**src/rtl/sdt_pkg.sv**
```systemverilog
// sdt_pkg: shared types and constants for the descriptor handle slot table
// holds op codes, beat payload structs, controller state, command/status bundles
// no dependencies
`default_nettype none

package sdt_pkg;

	// default table geometry
	localparam int SLOTS_DEF      = 16;
	localparam int ENTRY_BITS_DEF = 64;

	// fixed field widths
	localparam int HANDLE_W = 32;
	localparam int DATA_W   = 64;

	typedef enum logic [1:0] {
		OP_PREPARE = 2'd0,
		OP_RESOLVE = 2'd1,
		OP_CANCEL  = 2'd2,
		OP_RELEASE = 2'd3
	} op_t;

	// request beat
	typedef struct packed {
		op_t                 op;
		logic [HANDLE_W-1:0] handle;
		logic [DATA_W-1:0]   entry_data;
	} in_item_t;

	// response beat
	typedef struct packed {
		logic [HANDLE_W-1:0] new_handle;
		logic                found;
		logic [DATA_W-1:0]   entry_out;
	} out_item_t;

	typedef enum logic [1:0] {
		ST_IDLE = 2'd0,
		ST_SCAN = 2'd1,
		ST_DONE = 2'd2
	} state_t;

	// controller to datapath
	typedef struct packed {
		logic start;
		logic scan;
		logic commit;
		logic finish;
		logic load_out;
	} cmd_t;

	// datapath to controller
	typedef struct packed {
		logic hit;
		logic last;
		logic out_free;
	} status_t;

endpackage

`default_nettype wire

```
**src/rtl/sdt_if.sv**
```systemverilog
// sdt_if: valid/ready channel carrying one payload struct per beat
// payload type is a parameter; used with sdt_pkg::in_item_t and out_item_t
`default_nettype none

interface sdt_if #(
	parameter type payload_t = logic
);
	logic     valid;
	logic     ready;
	payload_t data;

	modport source (output valid, output data, input ready);
	modport sink   (input valid, input data, output ready);
endinterface

`default_nettype wire

```
**src/rtl/sdt_ctrl.sv**
```systemverilog
// sdt_ctrl: controller state machine for the slot table
// sequences accept, slot scan, commit and response hand-off; uses sdt_pkg
`default_nettype none

module sdt_ctrl (
	input  wire logic            clk,
	input  wire logic            arst_n,
	input  wire logic            in_valid,
	output logic                 in_ready,
	input  wire sdt_pkg::status_t st,
	output sdt_pkg::cmd_t        cmd
);
	import sdt_pkg::*;

	state_t state_q, state_d;

	// state register
	always_ff @(posedge clk or negedge arst_n) begin
		if (!arst_n) begin
			state_q <= ST_IDLE;
		end else begin
			state_q <= state_d;
		end
	end

	// next state
	always_comb begin
		state_d = state_q;
		case (state_q)
			ST_IDLE: begin
				if (in_valid) state_d = ST_SCAN;
			end
			ST_SCAN: begin
				if (st.hit || st.last) state_d = ST_DONE;
			end
			ST_DONE: begin
				if (st.out_free) state_d = ST_IDLE;
			end
			default: state_d = ST_IDLE;
		endcase
	end

	// outputs
	always_comb begin
		cmd      = '0;
		in_ready = 1'b0;
		case (state_q)
			ST_IDLE: begin
				in_ready  = 1'b1;
				cmd.start = in_valid;
			end
			ST_SCAN: begin
				cmd.scan   = 1'b1;
				cmd.commit = st.hit;
				cmd.finish = st.hit || st.last;
			end
			ST_DONE: begin
				cmd.load_out = st.out_free;
			end
			default: begin
				cmd = '0;
			end
		endcase
	end

	// accepted request always starts a scan
	a_start_scan: assert property (@(posedge clk) disable iff (!arst_n)
		(in_valid && in_ready) |=> (state_q == ST_SCAN))
		else $error("accepted request did not enter scan");

	// a blocked response holds the controller
	a_done_hold: assert property (@(posedge clk) disable iff (!arst_n)
		(state_q == ST_DONE && !st.out_free) |=> (state_q == ST_DONE))
		else $error("response dropped while output busy");

	// handing off the response returns to idle
	a_done_exit: assert property (@(posedge clk) disable iff (!arst_n)
		(state_q == ST_DONE && st.out_free) |=> (state_q == ST_IDLE))
		else $error("controller did not return to idle");

endmodule

`default_nettype wire

```
**src/rtl/sdt_dp.sv**
```systemverilog
// sdt_dp: slot table datapath: slot memories, valid bits, id counter, scan
// pipeline, match logic and response register; commands from sdt_ctrl, uses sdt_pkg
`default_nettype none

module sdt_dp #(
	parameter int SLOTS      = sdt_pkg::SLOTS_DEF,
	parameter int ENTRY_BITS = sdt_pkg::ENTRY_BITS_DEF
) (
	input  wire logic             clk,
	input  wire logic             arst_n,
	input  wire sdt_pkg::cmd_t    cmd,
	output sdt_pkg::status_t      st,
	input  wire sdt_pkg::in_item_t in_data,
	output logic                  out_valid,
	input  wire logic             out_ready,
	output sdt_pkg::out_item_t    out_data
);
	import sdt_pkg::*;

	localparam int IDX_W = (SLOTS > 1) ? $clog2(SLOTS) : 1;
	localparam logic [IDX_W-1:0] LAST_IDX = IDX_W'(SLOTS - 1);

	// slot storage
	logic [HANDLE_W-1:0]   handle_mem [SLOTS];
	logic [HANDLE_W-1:0]   cons_mem   [SLOTS];
	logic [ENTRY_BITS-1:0] entry_mem  [SLOTS];
	logic [SLOTS-1:0]      vld_q;

	// request registers
	op_t                 op_q;
	logic [HANDLE_W-1:0] id_q;
	logic [DATA_W-1:0]   data_q;

	// scan pipeline
	logic [IDX_W-1:0]      rd_addr_q;
	logic                  rd_valid_s1;
	logic [IDX_W-1:0]      idx_s1;
	logic                  vld_s1;
	logic [HANDLE_W-1:0]   handle_s1;
	logic [HANDLE_W-1:0]   cons_s1;
	logic [ENTRY_BITS-1:0] entry_s1;

	logic [HANDLE_W-1:0] next_q;
	out_item_t           res_q;
	out_item_t           out_q;
	logic                out_valid_q;

	logic [HANDLE_W-1:0] cur_h, cur_c;
	logic                match;
	logic [HANDLE_W-1:0] new_id, next_d;
	logic                mem_we;
	logic [HANDLE_W-1:0] wr_handle, wr_cons;
	out_item_t           res_d;

	// request capture
	always_ff @(posedge clk) begin
		if (cmd.start) begin
			op_q   <= in_data.op;
			id_q   <= in_data.handle;
			data_q <= in_data.entry_data;
		end
	end

	// scan address and read-valid tracking
	always_ff @(posedge clk or negedge arst_n) begin
		if (!arst_n) begin
			rd_addr_q   <= '0;
			rd_valid_s1 <= 1'b0;
		end else if (cmd.start) begin
			rd_addr_q   <= '0;
			rd_valid_s1 <= 1'b0;
		end else begin
			rd_valid_s1 <= cmd.scan;
			if (cmd.scan) begin
				rd_addr_q <= (rd_addr_q == LAST_IDX) ? '0 : rd_addr_q + 1'b1;
			end
		end
	end

	// slot memories, registered read
	always_ff @(posedge clk) begin
		if (cmd.scan) begin
			handle_s1 <= handle_mem[rd_addr_q];
			cons_s1   <= cons_mem[rd_addr_q];
			entry_s1  <= entry_mem[rd_addr_q];
			vld_s1    <= vld_q[rd_addr_q];
			idx_s1    <= rd_addr_q;
		end
		if (mem_we) begin
			handle_mem[idx_s1] <= wr_handle;
			cons_mem[idx_s1]   <= wr_cons;
		end
		if (cmd.commit && op_q == OP_PREPARE) begin
			entry_mem[idx_s1] <= data_q[ENTRY_BITS-1:0];
		end
	end

	// valid bits: unwritten slots read as free with a zero mark
	always_ff @(posedge clk or negedge arst_n) begin
		if (!arst_n) begin
			vld_q <= '0;
		end else if (mem_we) begin
			vld_q[idx_s1] <= 1'b1;
		end
	end

	// effective slot contents
	assign cur_h = vld_s1 ? handle_s1 : '0;
	assign cur_c = vld_s1 ? cons_s1 : '0;

	// id counter step, skipping zero on wrap
	always_comb begin
		if (next_q == '0) begin
			new_id = HANDLE_W'(1);
			next_d = HANDLE_W'(2);
		end else begin
			new_id = next_q;
			next_d = next_q + 1'b1;
		end
	end

	// per-op match condition
	always_comb begin
		case (op_q)
			OP_PREPARE: match = (cur_h == '0) || (cur_h == cur_c);
			OP_RESOLVE: match = (id_q != '0) && (cur_h == id_q);
			OP_CANCEL:  match = (cur_h == id_q);
			OP_RELEASE: match = (cur_h == id_q);
			default:    match = 1'b0;
		endcase
	end

	assign st.hit      = rd_valid_s1 && match;
	assign st.last     = rd_valid_s1 && (idx_s1 == LAST_IDX);
	assign st.out_free = !out_valid_q || out_ready;

	// slot write data
	assign mem_we = cmd.commit && (op_q != OP_RESOLVE);
	always_comb begin
		wr_handle = cur_h;
		wr_cons   = cur_c;
		case (op_q)
			OP_PREPARE: begin
				wr_handle = new_id;
				// a reclaimed slot gets its mark cleared, a free one keeps it
				wr_cons   = (cur_h == '0) ? cur_c : '0;
			end
			OP_CANCEL: begin
				wr_handle = '0;
			end
			OP_RELEASE: begin
				wr_cons = id_q;
			end
			default: begin
				wr_handle = cur_h;
			end
		endcase
	end

	// response value
	always_comb begin
		res_d = '0;
		if (cmd.commit) begin
			if (op_q == OP_PREPARE) begin
				res_d.new_handle = new_id;
			end
			if (op_q == OP_RESOLVE) begin
				res_d.found     = 1'b1;
				res_d.entry_out = DATA_W'(entry_s1);
			end
		end
	end

	always_ff @(posedge clk) begin
		if (cmd.finish) res_q <= res_d;
		if (cmd.load_out) out_q <= res_q;
	end

	// id counter
	always_ff @(posedge clk or negedge arst_n) begin
		if (!arst_n) begin
			next_q <= HANDLE_W'(1);
		end else if (cmd.commit && op_q == OP_PREPARE) begin
			next_q <= next_d;
		end
	end

	// output register
	always_ff @(posedge clk or negedge arst_n) begin
		if (!arst_n) begin
			out_valid_q <= 1'b0;
		end else if (cmd.load_out) begin
			out_valid_q <= 1'b1;
		end else if (out_ready) begin
			out_valid_q <= 1'b0;
		end
	end

	assign out_valid = out_valid_q;
	assign out_data  = out_q;

	// a commit always refers to a slot read in the previous cycle
	a_commit_read: assert property (@(posedge clk) disable iff (!arst_n)
		cmd.commit |-> rd_valid_s1)
		else $error("commit without slot data");

	// prepare never hands out id zero
	a_prep_nonzero: assert property (@(posedge clk) disable iff (!arst_n)
		(cmd.commit && op_q == OP_PREPARE) |=> (res_q.new_handle != '0))
		else $error("prepare issued a zero id");

	// valid bits only ever get set
	a_vld_grow: assert property (@(posedge clk) disable iff (!arst_n)
		1'b1 |=> ($countones(vld_q) >= $past($countones(vld_q))))
		else $error("slot valid bit cleared");

endmodule

`default_nettype wire

```
**src/rtl/descriptor_handle_slot_table_unit.sv**
```systemverilog
// descriptor_handle_slot_table_unit: top level of the descriptor handle slot table
// joins sdt_ctrl and sdt_dp; channels are sdt_if instances, types from sdt_pkg
//
//   channel  dir  payload              beats
//   in_ch    in   op, handle, entry    one request per beat
//   out_ch   out  new_handle, found,   one response per request
//                 entry_out
//
// each request scans the slots from slot 0 one per cycle and stops at the
// first match or the last slot; its steps are accept, scan, then hand-off.
// the scan length is set by the single read port of the slot memories.
// reset clears valid bits, the id counter (to 1) and all handshake state.
// a stalled response is held in the output register; the next request is
// accepted while it waits.
`default_nettype none

module descriptor_handle_slot_table_unit #(
	parameter int SLOTS      = sdt_pkg::SLOTS_DEF,
	parameter int ENTRY_BITS = sdt_pkg::ENTRY_BITS_DEF
) (
	input  wire logic clk,
	input  wire logic arst_n,
	sdt_if.sink       in_ch,
	sdt_if.source     out_ch
);
	import sdt_pkg::*;

	cmd_t    cmd;
	status_t st;

	// controller
	sdt_ctrl u_ctrl (
		.clk      (clk),
		.arst_n   (arst_n),
		.in_valid (in_ch.valid),
		.in_ready (in_ch.ready),
		.st       (st),
		.cmd      (cmd)
	);

	// datapath
	sdt_dp #(
		.SLOTS      (SLOTS),
		.ENTRY_BITS (ENTRY_BITS)
	) u_dp (
		.clk       (clk),
		.arst_n    (arst_n),
		.cmd       (cmd),
		.st        (st),
		.in_data   (in_ch.data),
		.out_valid (out_ch.valid),
		.out_ready (out_ch.ready),
		.out_data  (out_ch.data)
	);

endmodule

`default_nettype wire

```
**src/flat_wrapper.sv**
```systemverilog
// flat-port wrapper written by rule: the top's interface ports become plain ports
module descriptor_handle_slot_table_unit_flat import sdt_pkg::*;
#(
	parameter int SLOTS      = sdt_pkg::SLOTS_DEF,
	parameter int ENTRY_BITS = sdt_pkg::ENTRY_BITS_DEF
)
  (clk, arst_n, in_ch_valid, in_ch_data, in_ch_ready, out_ch_valid, out_ch_data, out_ch_ready);
  sdt_if #(.payload_t(in_item_t)) in_ch_i ();
  sdt_if #(.payload_t(out_item_t)) out_ch_i ();
  input  wire logic clk;
  input  wire logic arst_n;
  input wire logic [$bits(in_ch_i.valid)-1:0] in_ch_valid;
  input wire logic [$bits(in_ch_i.data)-1:0] in_ch_data;
  output wire logic [$bits(in_ch_i.ready)-1:0] in_ch_ready;
  output wire logic [$bits(out_ch_i.valid)-1:0] out_ch_valid;
  output wire logic [$bits(out_ch_i.data)-1:0] out_ch_data;
  input wire logic [$bits(out_ch_i.ready)-1:0] out_ch_ready;
  assign in_ch_i.valid = in_ch_valid;
  assign in_ch_i.data = in_ch_data;
  assign in_ch_ready = in_ch_i.ready;
  assign out_ch_valid = out_ch_i.valid;
  assign out_ch_data = out_ch_i.data;
  assign out_ch_i.ready = out_ch_ready;
  descriptor_handle_slot_table_unit #(.SLOTS(SLOTS), .ENTRY_BITS(ENTRY_BITS)) u_core (.clk(clk), .arst_n(arst_n), .in_ch(in_ch_i), .out_ch(out_ch_i));
endmodule
```
**config.mk**
```make
export PLATFORM = sky130hd
export DESIGN_NAME = descriptor_handle_slot_table_unit_flat
export DESIGN_NICKNAME = d
export VERILOG_FILES = /design/src/rtl/sdt_pkg.sv /design/src/rtl/sdt_if.sv /design/src/rtl/sdt_ctrl.sv /design/src/rtl/sdt_dp.sv /design/src/rtl/descriptor_handle_slot_table_unit.sv /design/src/flat_wrapper.sv
export SDC_FILE = /design/constraint.sdc
export NUM_CORES = 2
export LEC_CHECK = 0
export BUFFER_PORTS_ARGS = -buffer_cell sky130_fd_sc_hd__buf_4
export CORE_MARGIN = 3
export CORE_UTILIZATION = 50
export DETAILED_ROUTE_END_ITERATION = 12
export GPL_TIMING_DRIVEN = 0
export PLACE_DENSITY = 0.71
export REMOVE_ABC_BUFFERS = 1
export SLEW_MARGIN = 20
export SYNTH_ARGS = -nofsm -noshare
export SYNTH_HDL_FRONTEND = slang
export SYNTH_HIERARCHICAL = 1
export SYNTH_SLANG_ARGS = --single-unit
```
**constraint.sdc**
```tcl
create_clock -name clk -period 22.6 [get_ports clk]
set_clock_uncertainty 0.05 [all_clocks]
set_input_delay 4.52 -clock clk [delete_from_list [all_inputs] [get_ports clk]]
set_output_delay 4.52 -clock clk [all_outputs]
set_load 0.05 [all_outputs]
```
== After elaboration in Yosys (flattened, before gate mapping) ==
Memories as Yosys holds them, arrays and structs flattened. A register that Yosys moved wholly into a read port is not among the register bits.
Index checks and enable logic that the tools add are counted.

* Add/sub/neg operators: 2
* Magnitude comparators: 3
* Equality and inequality tests: 13
* Mux-type cells: 31
* Bitwise gates (word level): 1
* Reductions and logical operators: 21

{| class="wikitable"
|+ Operators by type and width
! operator !! number
|-
| 2-to-1 mux 32 bit || 5
|-
| one-hot mux 32 bit (2 select lines) || 2
|-
| 2-to-1 mux 65 bit || 1
|-
| == test 32 bit || 2
|-
| zero test 32 bit || 2
|-
| adder 32 x 1 -> 32 bit, second input constant || 1
|-
| nonzero test 32 bit || 1
|-
| bitwise OR 16 bit || 1
|-
| 2-to-1 mux 1 bit || 12
|-
| 2-to-1 mux 4 bit || 3
|-
| < comparator 4 x 5 -> 1 bit, second input constant || 2
|-
| == test 4 bit, second input constant || 2
|-
| == test 2 bit, second input constant || 3
|-
| logical AND 1 bit || 6
|-
| 2-to-1 mux 2 bit || 3
|-
| inequality test 2 bit, second input constant || 3
|-
| one-hot mux 2 bit (3 select lines) || 1
|-
| adder 4 x 1 -> 4 bit, second input constant || 1
|-
| binary-select mux 1 bit (select 4 bit) || 1
|-
| demux 1 bit (select 4 bit) || 1
|-
| == test 2 x 1 -> 1 bit, second input constant || 2
|-
| >= comparator 4 x 1 -> 1 bit, second input constant || 1
|-
| zero test 2 bit || 2
|-
| AND reduction 2 bit || 2
|-
| other kinds (8) || 11
|}

* Bits in registers: 353
* Bits in writable memories: 2,048
* Input bits: 102
* Output and inout port bits: 99
* Word-level logic and storage cells: 91
* Memories kept: 3

{| class="wikitable"
|+ Memory list
! memory !! words !! bits a word !! rd ports !! clocked after memory_dff !! write ports !! line !! text
|-
| u_core.u_dp.entry_mem || 16 || 64 || 1 || 1 || 1 || sdt_dp.sv:26 || <nowiki>logic [ENTRY_BITS-1:0] entry_mem [SLOTS];</nowiki>
|-
| u_core.u_dp.cons_mem || 16 || 32 || 1 || 1 || 1 || sdt_dp.sv:25 || <nowiki>logic [HANDLE_W-1:0] cons_mem [SLOTS];</nowiki>
|-
| u_core.u_dp.handle_mem || 16 || 32 || 1 || 1 || 1 || sdt_dp.sv:24 || <nowiki>logic [HANDLE_W-1:0] handle_mem [SLOTS];</nowiki>
|}

== Longest topological paths before layout ==
* Word-level depth: 10
* Depth in mapped cells: 16
* Gate-level depth less buffers: 13

== Hierarchy ==
The synthesis kept the hierarchy.

{| class="wikitable"
|+ By module, submodules not included
! module !! instances !! cells an instance !! area an instance (um2)
|-
| sdt_dp || 1 || 4,880 || 96,054.6
|-
| sdt_ctrl || 1 || 14 || 125.1
|}

== Least setup slack after synthesis ==
OpenSTA, ideal clock, no wires.

* Kind: in2reg
* Start point: input port out_ch_ready
* End point: register u_core.u_dp.out_q, in the netlist u_core/u_dp/out_data[0], enable pin
* Arrival: 8,740 ps
* Data required time: 21,996 ps
* Setup slack: 13,256 ps
* Stages on the path: 3
* Cells stage by stage: nand2b_1 -> inv_1 -> nor2_1

{| class="wikitable"
|+ RTL lines
! what !! line !! text
|-
| from (decl) || flat_wrapper.sv:17 || <nowiki>input wire logic [$bits(out_ch_i.ready)-1:0] out_ch_ready;</nowiki>
|-
| to (signal assigned) || sdt_dp.sv:176 || <nowiki>if (cmd.load_out) out_q <= res_q;</nowiki>
|-
| to (decl) || sdt_dp.sv:45 || <nowiki>out_item_t out_q;</nowiki>
|}

== Final worst setup path ==
* Start point: register u_core.u_ctrl.state_q[0]
* End point: output port in_ch_ready

* Longest elaborated chain between the ends: 2

{| class="wikitable"
|+ Ends and longest elaborated chain
! what !! line !! text
|-
| from (decl) || sdt_ctrl.sv:15 || <nowiki>state_t state_q, state_d;</nowiki>
|-
| from (signal assigned) || sdt_ctrl.sv:22 || <nowiki>state_q <= state_d;</nowiki>
|-
| zero test 2 bit || sdt_ctrl.sv:47 || <nowiki>case (state_q)</nowiki>
|-
| 2-to-1 mux 1 bit || sdt_ctrl.sv:47 ||
|-
| to (decl) || flat_wrapper.sv:14 || <nowiki>output wire logic [$bits(in_ch_i.ready)-1:0] in_ch_ready;</nowiki>
|}

Every way passes these cells.

==> summary.md <==
| Metric | Value |
|---|---|
| WP buf/inv | 1 |
| Final nets | 5419 |
| CP required | 18.03 ns |
| CTS buffer count | 237 |
| Sw Share | slightly below 30% |
| Post CTS Setup Buffer Count | 0 |
| Global Route Usage Sum | 23.90% |
| Ys flop type | edfxtp_1 |
| Reg2reg path depth | 14 |
| P_leak | ~0.038 uW |
| Io pins | 201 |
| Hold Path Stages | 0 |
| CTS tree | done |
| Vias in the first global route | between 50000 and 60000 |
| Final hold vios | 0 |
| Worst-Skew Late Latency | 0.88 ns |
| Residual DRC count | 0 |
| Max cap viols | 0 |
| Post-synthesis cell type count | 58 |
| Chip height | 444.6 um |
| CP max FO | 4 |
| Outcome | finished, final reports clean |
| P_int | slightly above 9000 uW |
| Largest net degree at the start of global routing | 62 |
| Cell Area, Placed | 105400 um^2 |
| Async set-reset flop share out of synthesis | 2.214% |
| CTS max path bufs | 3 |
| Sw power | 3809 uW |
| Final setup fails | 0 |
| Area grow syn2layout | 17.91% |
| Antenna-violating nets left | 0 |
| CP delay by family, top | flip-flops |
| Worst path depth | 2 |
| CP arrival | 1.66 ns |
| Rows | 160 |
| GR Overflow Total | 0 |
| Worst vdd ir | 0.00008853 V |
| CTS H-tree depth | 4 |
| Worst-path clk slew | approximately 0.060 ns |
| Vias | 50187 |
| Initial antenna violation count | 8 |
| Number of synthesized flops with an enable pin | 2473 |
| Root buf cell | clkbuf_16 |
| Initial core utilization | 50.47% |
| PD cells | 115.6 nW/um^2 |
| First-pass GRT wire length | roughly 340000 um |
| Routed wirelength normalized by instance count | 29.51 um |
| Final core utilization | 59.50% |
| Via/cell ratio | 6.244 |
| Achievable frequency | around 160 MHz |
| Place WS | 16.21 ns |
| Comb pwr share | a little under a quarter |
| Worst slew margin | 32.52% |
| 1st-iter DRT viols | 5928 |
| CP endpoint kind | output pin |
| Setup TNS | 0 ns |
| Final worst path period need | 6.226 ns |
| Layout cell share with drive strength beyond 1 | 22.96% |
| Clk sinks | 2529 |
| RSZ-0062 raised after global routing | false |
| Total die area | 197700 um^2 |
| Final WL | 237200 um |
| Hold_buf cts | 0 |
| Core footprint | 190600 um^2 |
| Startpoint Class | flip-flop |
| Commonest non-fill, non-tap cell in the layout | edfxtp_1 |
| Fin crit share | 27.55% |
| CP max stage delay | between 0.4 and 0.5 ns |
| Gpl congestion | 0.8359 |
| Yosys warning total | 6 |
| Clock share of power | a little under a third |
| I/O Buffers | 200 |
| Register area share after synthesis | 78.67% |
| Mapped cell area | 96180 um^2 |
| Kind of critical path | reg -> out |
| Cells after synthesis | between 4000 and 5000 |
| Slowest library cell on the worst path | dfrtp_1 |
| Final WS setup | between 15 and 20 ns |
| #FFs+latches synth | 2529 |
| Resized Gates After CTS | 0 |
| Slew @ Worst Pin | 1.012 ns |
| Most frequent cells in the layout | edfxtp_1, mux2i_1, o21ai_0 |
| Syn avg cell area | 19.65 um^2 |
| Final Slew Violations | 0 |
| Drt pass-1 iters | 6 |
| Final std cell area, no fill | ~110000 um^2 |
| Worst hold path class | reg -> reg |
| CP Cell Sequence | nor2_1 > buf_4 |
| Sequential share of power | between 40 and 50% |
| HPWL after detailed placement | 146500 um |
| Die width | 444.6 um |
worst register-to-register path, cell delays in order, from the launching register on:
cell,delay [ns]
edfxtp_1,0.66
xor2_1,0.29
nor4_1,0.41
nand4_1,0.24
nor4_1,0.27
o311a_1,0.21
a31o_1,0.29
and2_4,0.59
buf_16,0.33
nor2b_1,0.23
nand2_1,0.29
nor2_4,0.69
buf_16,0.26
buf_12,0.21
buf_12,0.21
Yosys cell counts, drive strengths merged, types with 3 or more instances:
library cell  number  area share [%]
o22ai             10           0.065
or2               17            0.11
xor2              37            0.34
o21ai            278             1.4
a22oi            141             1.1
edfxtp          2473              77
buf              121            0.69
dfrtp             55             1.4
a21oi            136            0.71
nor4bb             5           0.052
clkbuf           139            0.55
nor2b              5           0.033
nand3             25            0.13
mux2             130             1.5
inv               14           0.055
nor4              25            0.16
a221oi           130             1.2
a31o               6           0.055
and2              31            0.20
nand2b             8           0.060
a22o              65            0.59
nand2            160            0.62
nor3               9           0.070
and3              73            0.48
nor2              70            0.28
o31ai              3           0.023
mux4             258             6.0
nand4             17            0.13
xnor2             37            0.34
ha                 7           0.091
nand3b             3           0.023
nand4b             4           0.036
mux2i            388             4.0
through the flow:
stage,hold slack [ns],std cells,power [uW]
after floorplan,0.3503,4634,9813
after global placement,0.3521,7345,10660
after detailed placement,0.3545,7581,9133
after CTS,0.3660,8033,13170
after global routing,0.3736,8036,13590
final,0.3663,8037,13110
layout make-up:
class,count,area (um^2)
Fill cell,13264,77180
Sequential cell,2529,75680
Multi-Input combinational cell,2091,19610
Timing Repair Buffer,437,6909
Clock buffer,281,6147
Tap cell,2511,3142
Clock inverter,171,1856
Inverter,14,60.06
Antenna cell,3,7.507
flip-flops by register name, summed over array words and instances, names as in the netlist, 32 cells and up:
signal                  flops
u_core/u_dp/entry_mem    1024
u_core/u_dp/cons_mem      512
u_core/u_dp/handle_mem    512
u_core/u_dp/out_data       97
u_core/u_dp/res_q          97
u_core/u_dp/data_q         64
u_core/u_dp/entry_s1       64
u_core/u_dp/cons_s1        32
u_core/u_dp/handle_s1      32
u_core/u_dp/id_q           32
u_core/u_dp/next_q         32
per-layer routing:
| metal | vias to the layer above | part of all wire (%) | global-route usage, % | wire (um) |
|---|---|---|---|---|
| met1 | 26083 | 39 | 33.11 | 91380 |
| met3 | 458 | 9.2 | 4.436 | 21880 |
| met5 | - | 0 | 0 | 0 |
| li1 | 20973 | - | - | - |
| met2 | 2673 | 49 | 38.77 | 116300 |
| met4 | 0 | 3.2 | 7.750 | 7624 |
cells by family (layout without fill, tap and decap cells):
family	after synthesis	in the layout	synth area share [%]
buffers and inverters	274	903	1.288
adder cells (fa/ha/maj)	7	7	0.09106
XOR/XNOR	74	74	0.6739
AND/OR/NAND/NOR	459	459	2.452
AO/OA/AOI/OAI	775	775	5.224
multiplexers	776	776	11.60
flip-flops	2529	2529	78.67
other	0	3	0
power groups by stage:
stage | registers (uW) | logic, uW | clock network [uW]
after floorplan | 6370 | 3440 | 0
after global placement | 6630 | 4020 | 0
after global routing | 6130 | 3180 | 4290
after CTS | 6100 | 2970 | 4100
after detailed placement | 6190 | 2940 | 0
final | 6100 | 2980 | 4040
path summary, 6_finish.rpt:
kind / from / endpoint / slack [ns]
max in group asynchronous: arst_n / u_core/u_dp/rd_addr_q[0] / 18.20
max: u_core/u_ctrl/state_q[0] / in_ch_ready / 16.37
min reg2reg: u_core/u_dp/res_q[72] / u_core/u_dp/out_data[72] / 0.37
min: u_core/u_dp/res_q[72] / u_core/u_dp/out_data[72] / 0.37
min in group asynchronous: arst_n / u_core/u_ctrl/state_q[0] / 3.66
max reg2reg: u_core/u_dp/handle_s1[31] / u_core/u_dp/cons_mem[2][13] / 17.04
Power figures use the tool's default switching activity.
